`src/hdl/lps_pkg.sv`:
```
// Shared types and constants for the linear prime sieve core.
// Used by the controller, the datapath and the top level; depends on nothing.
`timescale 1ns / 1ps
`default_nettype none

package lps_pkg;

  // Default sizing of the stores
  localparam int DEF_MAX_VALUE   = 65536;
  localparam int DEF_PRIME_SLOTS = 8192;

  // Reset value of the limit register
  localparam logic [15:0] LIMIT_RESET = 16'hFFFF;

  // Function codes on the input channel
  localparam logic [1:0] FN_BUILD  = 2'd0;
  localparam logic [1:0] FN_FACTOR = 2'd1;
  localparam logic [1:0] FN_PRIME  = 2'd2;

  // Status codes on the output channel
  localparam logic [1:0] STAT_OK        = 2'd0;
  localparam logic [1:0] STAT_NOT_BUILT = 2'd1;
  localparam logic [1:0] STAT_RANGE     = 2'd2;

  // Controller states
  typedef enum logic [3:0] {
    S_IDLE,
    S_CLEAR,
    S_SREAD,
    S_STEST,
    S_JREAD,
    S_JMUL,
    S_JCHK,
    S_INEXT,
    S_RESP
  } state_t;

  // Commands from the controller to the datapath
  typedef struct packed {
    logic accept;      // input item taken this cycle
    logic build_init;  // clear prime count, start index at two
    logic done_build;  // mark the sieve as built
    logic clr_wr;      // zero the factor entry at the index
    logic i_adv;       // advance the outer index
    logic i_reset;     // restart the outer index at two
    logic s_read;      // read the factor entry at the index
    logic s_test;      // test that entry, record a new prime
    logic j_read;      // read the next listed prime
    logic j_mul;       // form prime times index
    logic j_chk;       // mark the product, advance the inner index
    logic out_load;    // load the result register
  } cmd_t;

  // Status from the datapath to the controller
  typedef struct packed {
    logic func_build;  // input item is a build command
    logic lim_small;   // effective limit below two
    logic i_last;      // outer index at the limit
    logic j_end;       // inner index reached the prime count
    logic prod_over;   // product above the limit
    logic p_is_spf;    // prime equals smallest factor of the index
    logic out_free;    // result register empty or draining
  } sts_t;

endpackage

`default_nettype wire

```
`src/hdl/lps_ctrl.sv`:
```
// Controller state machine of the linear prime sieve core.
// Depends on lps_pkg for the state type and the command/status structs.
`timescale 1ns / 1ps
`default_nettype none

module lps_ctrl (
  input  logic          clk,
  input  logic          rst,
  input  logic          in_valid,
  output logic          in_ready,
  input  lps_pkg::sts_t sts,
  output lps_pkg::cmd_t cmd
);

  lps_pkg::state_t state;
  lps_pkg::state_t state_next;
  logic            take;

  assign take = (state == lps_pkg::S_IDLE) && in_valid && sts.out_free;

  // State register
  always_ff @(posedge clk) begin
    if (rst) begin
      state <= lps_pkg::S_IDLE;
    end else begin
      state <= state_next;
    end
  end

  // Next state
  always_comb begin
    state_next = state;
    case (state)
      lps_pkg::S_IDLE: begin
        if (take) begin
          if (sts.func_build && !sts.lim_small) begin
            state_next = lps_pkg::S_CLEAR;
          end else begin
            state_next = lps_pkg::S_RESP;
          end
        end
      end
      lps_pkg::S_CLEAR: begin
        if (sts.i_last) begin
          state_next = lps_pkg::S_SREAD;
        end
      end
      lps_pkg::S_SREAD: state_next = lps_pkg::S_STEST;
      lps_pkg::S_STEST: state_next = lps_pkg::S_JREAD;
      lps_pkg::S_JREAD: begin
        if (sts.j_end) begin
          state_next = lps_pkg::S_INEXT;
        end else begin
          state_next = lps_pkg::S_JMUL;
        end
      end
      lps_pkg::S_JMUL: state_next = lps_pkg::S_JCHK;
      lps_pkg::S_JCHK: begin
        if (sts.prod_over || sts.p_is_spf) begin
          state_next = lps_pkg::S_INEXT;
        end else begin
          state_next = lps_pkg::S_JREAD;
        end
      end
      lps_pkg::S_INEXT: begin
        if (sts.i_last) begin
          state_next = lps_pkg::S_RESP;
        end else begin
          state_next = lps_pkg::S_SREAD;
        end
      end
      lps_pkg::S_RESP: state_next = lps_pkg::S_IDLE;
      default: state_next = lps_pkg::S_IDLE;
    endcase
  end

  // Outputs
  always_comb begin
    cmd      = '0;
    in_ready = 1'b0;
    case (state)
      lps_pkg::S_IDLE: begin
        in_ready       = sts.out_free;
        cmd.accept     = take;
        cmd.build_init = take && sts.func_build;
        cmd.done_build = take && sts.func_build && sts.lim_small;
      end
      lps_pkg::S_CLEAR: begin
        cmd.clr_wr  = 1'b1;
        cmd.i_adv   = !sts.i_last;
        cmd.i_reset = sts.i_last;
      end
      lps_pkg::S_SREAD: cmd.s_read = 1'b1;
      lps_pkg::S_STEST: cmd.s_test = 1'b1;
      lps_pkg::S_JREAD: cmd.j_read = !sts.j_end;
      lps_pkg::S_JMUL:  cmd.j_mul  = 1'b1;
      lps_pkg::S_JCHK:  cmd.j_chk  = !sts.prod_over;
      lps_pkg::S_INEXT: begin
        cmd.i_adv      = !sts.i_last;
        cmd.done_build = sts.i_last;
      end
      lps_pkg::S_RESP: cmd.out_load = 1'b1;
      default: cmd = '0;
    endcase
  end

endmodule

`default_nettype wire

```
`config.mk`:
```
export PLATFORM = sky130hd
export DESIGN_NAME = lps_ctrl
export DESIGN_NICKNAME = d
export VERILOG_FILES = /design/src/hdl/lps_pkg.sv /design/src/hdl/lps_ctrl.sv
export SDC_FILE = /design/constraint.sdc
export NUM_CORES = 1
export LEC_CHECK = 0
export BUFFER_PORTS_ARGS = -buffer_cell sky130_fd_sc_hd__clkbuf_2
export CAP_MARGIN = 25
export CORE_MARGIN = 2
export CORE_UTILIZATION = 25
export DETAILED_ROUTE_END_ITERATION = 16
export PLACE_DENSITY = 0.58
export REMOVE_ABC_BUFFERS = 1
export SYNTH_ARGS = -nofsm -noshare
export SYNTH_HDL_FRONTEND = slang
export SYNTH_SLANG_ARGS = --single-unit
```
`constraint.sdc`:
```
create_clock -name clk -period 1.75 [get_ports clk]
set_clock_uncertainty 0.05 [all_clocks]
set_input_delay 0.2625 -clock clk [delete_from_list [all_inputs] [get_ports clk]]
set_output_delay 0.2625 -clock clk [all_outputs]
set_load 0.005 [all_outputs]
```
==> results.toml <==
[critical_path]
worstPathCellList = "nand2_1 > or3_4 > a21bo_1 > clkbuf_2"
required_ns = 1.44
startpoint_type = "flop"
cpPeakStageDelay_ns = 0.43
end_kind = "output port"
path_max_fanout = 4
crit_path_top_delay_cell = "dfxtp_1"
worstSetupPathType = "flop to output port"
cp_data_arrival_time_ns = 1.41

[floorplanning]
coreArea_um2 = 1560
die_y_um = 45.4
rows = 14
die_area_um2 = 2060
initial_utilization_pct = 27.4
dieWidth_um = 45.4
pin_count = 23

[sta]
timing.final.crit_period_ns = 1.72
max_freq_mhz = 580
worst_slew_pin_slew_ns = 0.395
fin_crit_sh_pct = 98.6
fin_setup_tns_ns = 0
finalSetupViolations = 0
slew_headroom_pct = 73.5
worst_hold_slack_ns = 0.172
maxSlewViolCount = 0
hold_viol = 0
layout_setup_ws_ns = 0.0253

[placement]
port_buffers = 22
dp_cells = 90
dpl_worst_slack_ns = 0.182
finalWeightedCongestion = 0.760
dpl-instance-area_um2 = 568
hpwl_um = 830

[final_layout]
finish.utilization_pct = 39.6
drive_above_1_share_pct = 54.4
top_register = "state"
fin_nets = 91
fill_cells = 157
regArea_um2 = 87.6
diodes = 0
finalInstanceArea_um2 = 618
top_regs = "state: 4 flops"
largest_reg_flops = 4
multi_input_area_um2 = 314
syn_to_final_growth_pct = 44.4
fin_cells = 95

[run_status]
status = "finished, final reports clean"

[drt]
wl_met3_um = 75
wl_per_cell_um = 11.3
vias = 473
drt-total-wl_um = 1080
wl_met1_um = 497
drtAntennaViolNets = 0
vias_per_cell = 4.98
drc = 0
highest_layer = "met4"
drt_pass1_iterations = 4
drt_iter0_markers = 7
wl_met2_um = 496

[synth]
synth_top_area_share_pct = 18.7
seq_area_frac_synth_pct = 18.7
syn_area_um2 = 428
syn_avg_cell_area_um2 = 8.56
synth.largest_area_cell = "dfxtp_1"
yosys_warnings = 0
synth_area_leaders = "dfxtp_1 (19%), nor3_1 (7.0%), buf_6 (5.3%)"
synth-seq-cells = 4
syn_inst = 50
synth_cell_types = 30

[clock_network]
h-tree-depth = 1
tritoncts = "done"
cts_sinks = 4
cts_buffer_depth = 2
worstSkewPairLatency_ns = 0.24
numCtsBuffers = 3
clk_pin_slew_ns = 0.04
root_buffer = "clkbuf_4"

[global_routing]
grt_max_degree = 12
antenna_found_initial = 0
grt-ovfl-total = 0
grt.total_usage_pct = 11.4
grt_pass1_wl_um = 1610
grt_pass1_vias = 382

[power_and_ir_drop]
leakage_nw = 0.299
total_power_mw = 0.297
power_density_nw_per_um2 = 480
ir_worst_vdd_v = 0.000245

[worst_hold_path]
hold_path.class = "input pin to flop"

[run]
cap_violations = 0
[layout by cell type (no fill, tap or decap), types with 2 or more instances in the layout]
cell / instances
nor2b_1: 3
buf_4: 8
nand2_1: 4
xor2_1: 2
nand2b_1: 2
nor3b_1: 2
dfxtp_1: 2
clkbuf_2: 22
and2_1: 2
clkbuf_4: 3
nor3_1: 6
dfxtp_4: 2
nor4b_1: 2
[cells in the mapped netlist]
cell / instances
a31oi_1: 1
nor3_1: 6
nand3b_1: 1
and4_4: 1
nand2b_1: 2
buf_2: 1
a211o_1: 1
dfxtp_1: 4
xor2_1: 2
nor4_4: 1
nor4b_1: 2
buf_4: 1
and2_1: 2
o221a_2: 1
or3_1: 2
nand2_1: 4
a21oi_1: 1
nor2_1: 1
o21ai_0: 1
and3b_1: 1
nor2b_1: 3
buf_6: 2
nor3_2: 1
inv_1: 1
nor3b_1: 2
a211oi_2: 1
nand2b_4: 1
or2b_1: 1
nor4b_2: 1
a21bo_1: 1
[path summary, 6_finish.rpt]
check / cells after the start / slack (ns) / from / to
setup / recovery: 4 / 0.03 / state[0] / cmd[9]
hold / removal: 2 / 0.17 / rst / state[2]
setup reg to reg: 4 / 0.42 / state[0] / state[3]
hold reg to reg: 2 / 0.56 / state[3] / state[2]
[area by class of cell]
| class | count | area share [%] |
|---|---|---|
| Multi-Input combinational cell | 41 | 50.8 |
| Timing Repair Buffer | 30 | 27.5 |
| Sequential cell | 4 | 14.2 |
| Clock buffer | 3 | 3.64 |
| Tap cell | 16 | 3.24 |
| Inverter | 1 | 0.607 |
[cells by family after synthesis]
family / synth area share [%]
DFF: 18.7
AOI/OAI and AO/OA: 13.7
xor gates and xnor gates: 4.09
and+or+nand+nor: 54.4
buffers and inverters: 9.06
[critical path: cells and delay by family, from the launching register on]
kind / cells / cell delay [ns]
buffers and inverters: 1 / 0.10
AO/OA/AOI/OAI: 1 / 0.18
AND/OR/NAND/NOR: 2 / 0.45
flip-flops: 1 / 0.43
[repair_timing]
item,in CTS,in global routing
setup buffers,0,2
hold buffers,0,0
setup endpoints to repair,1,1
resized for setup,2,3
[layer usage]
metal,up-vias,GRT usage [%]
li1,242,-
met2,17,15.1
met5,-,0
met1,212,14.9
met3,2,5.95
met4,0,5.29
[power breakdown]
group	switching (mW)	internal, mW	total (mW)
Combinational	0.0346	0.0445	0.0790
Clock	0.0422	0.0770	0.119
Sequential	0.00526	0.0934	0.0987
Total	0.0820	0.215	0.297
(Power assumes the default switching activity.)
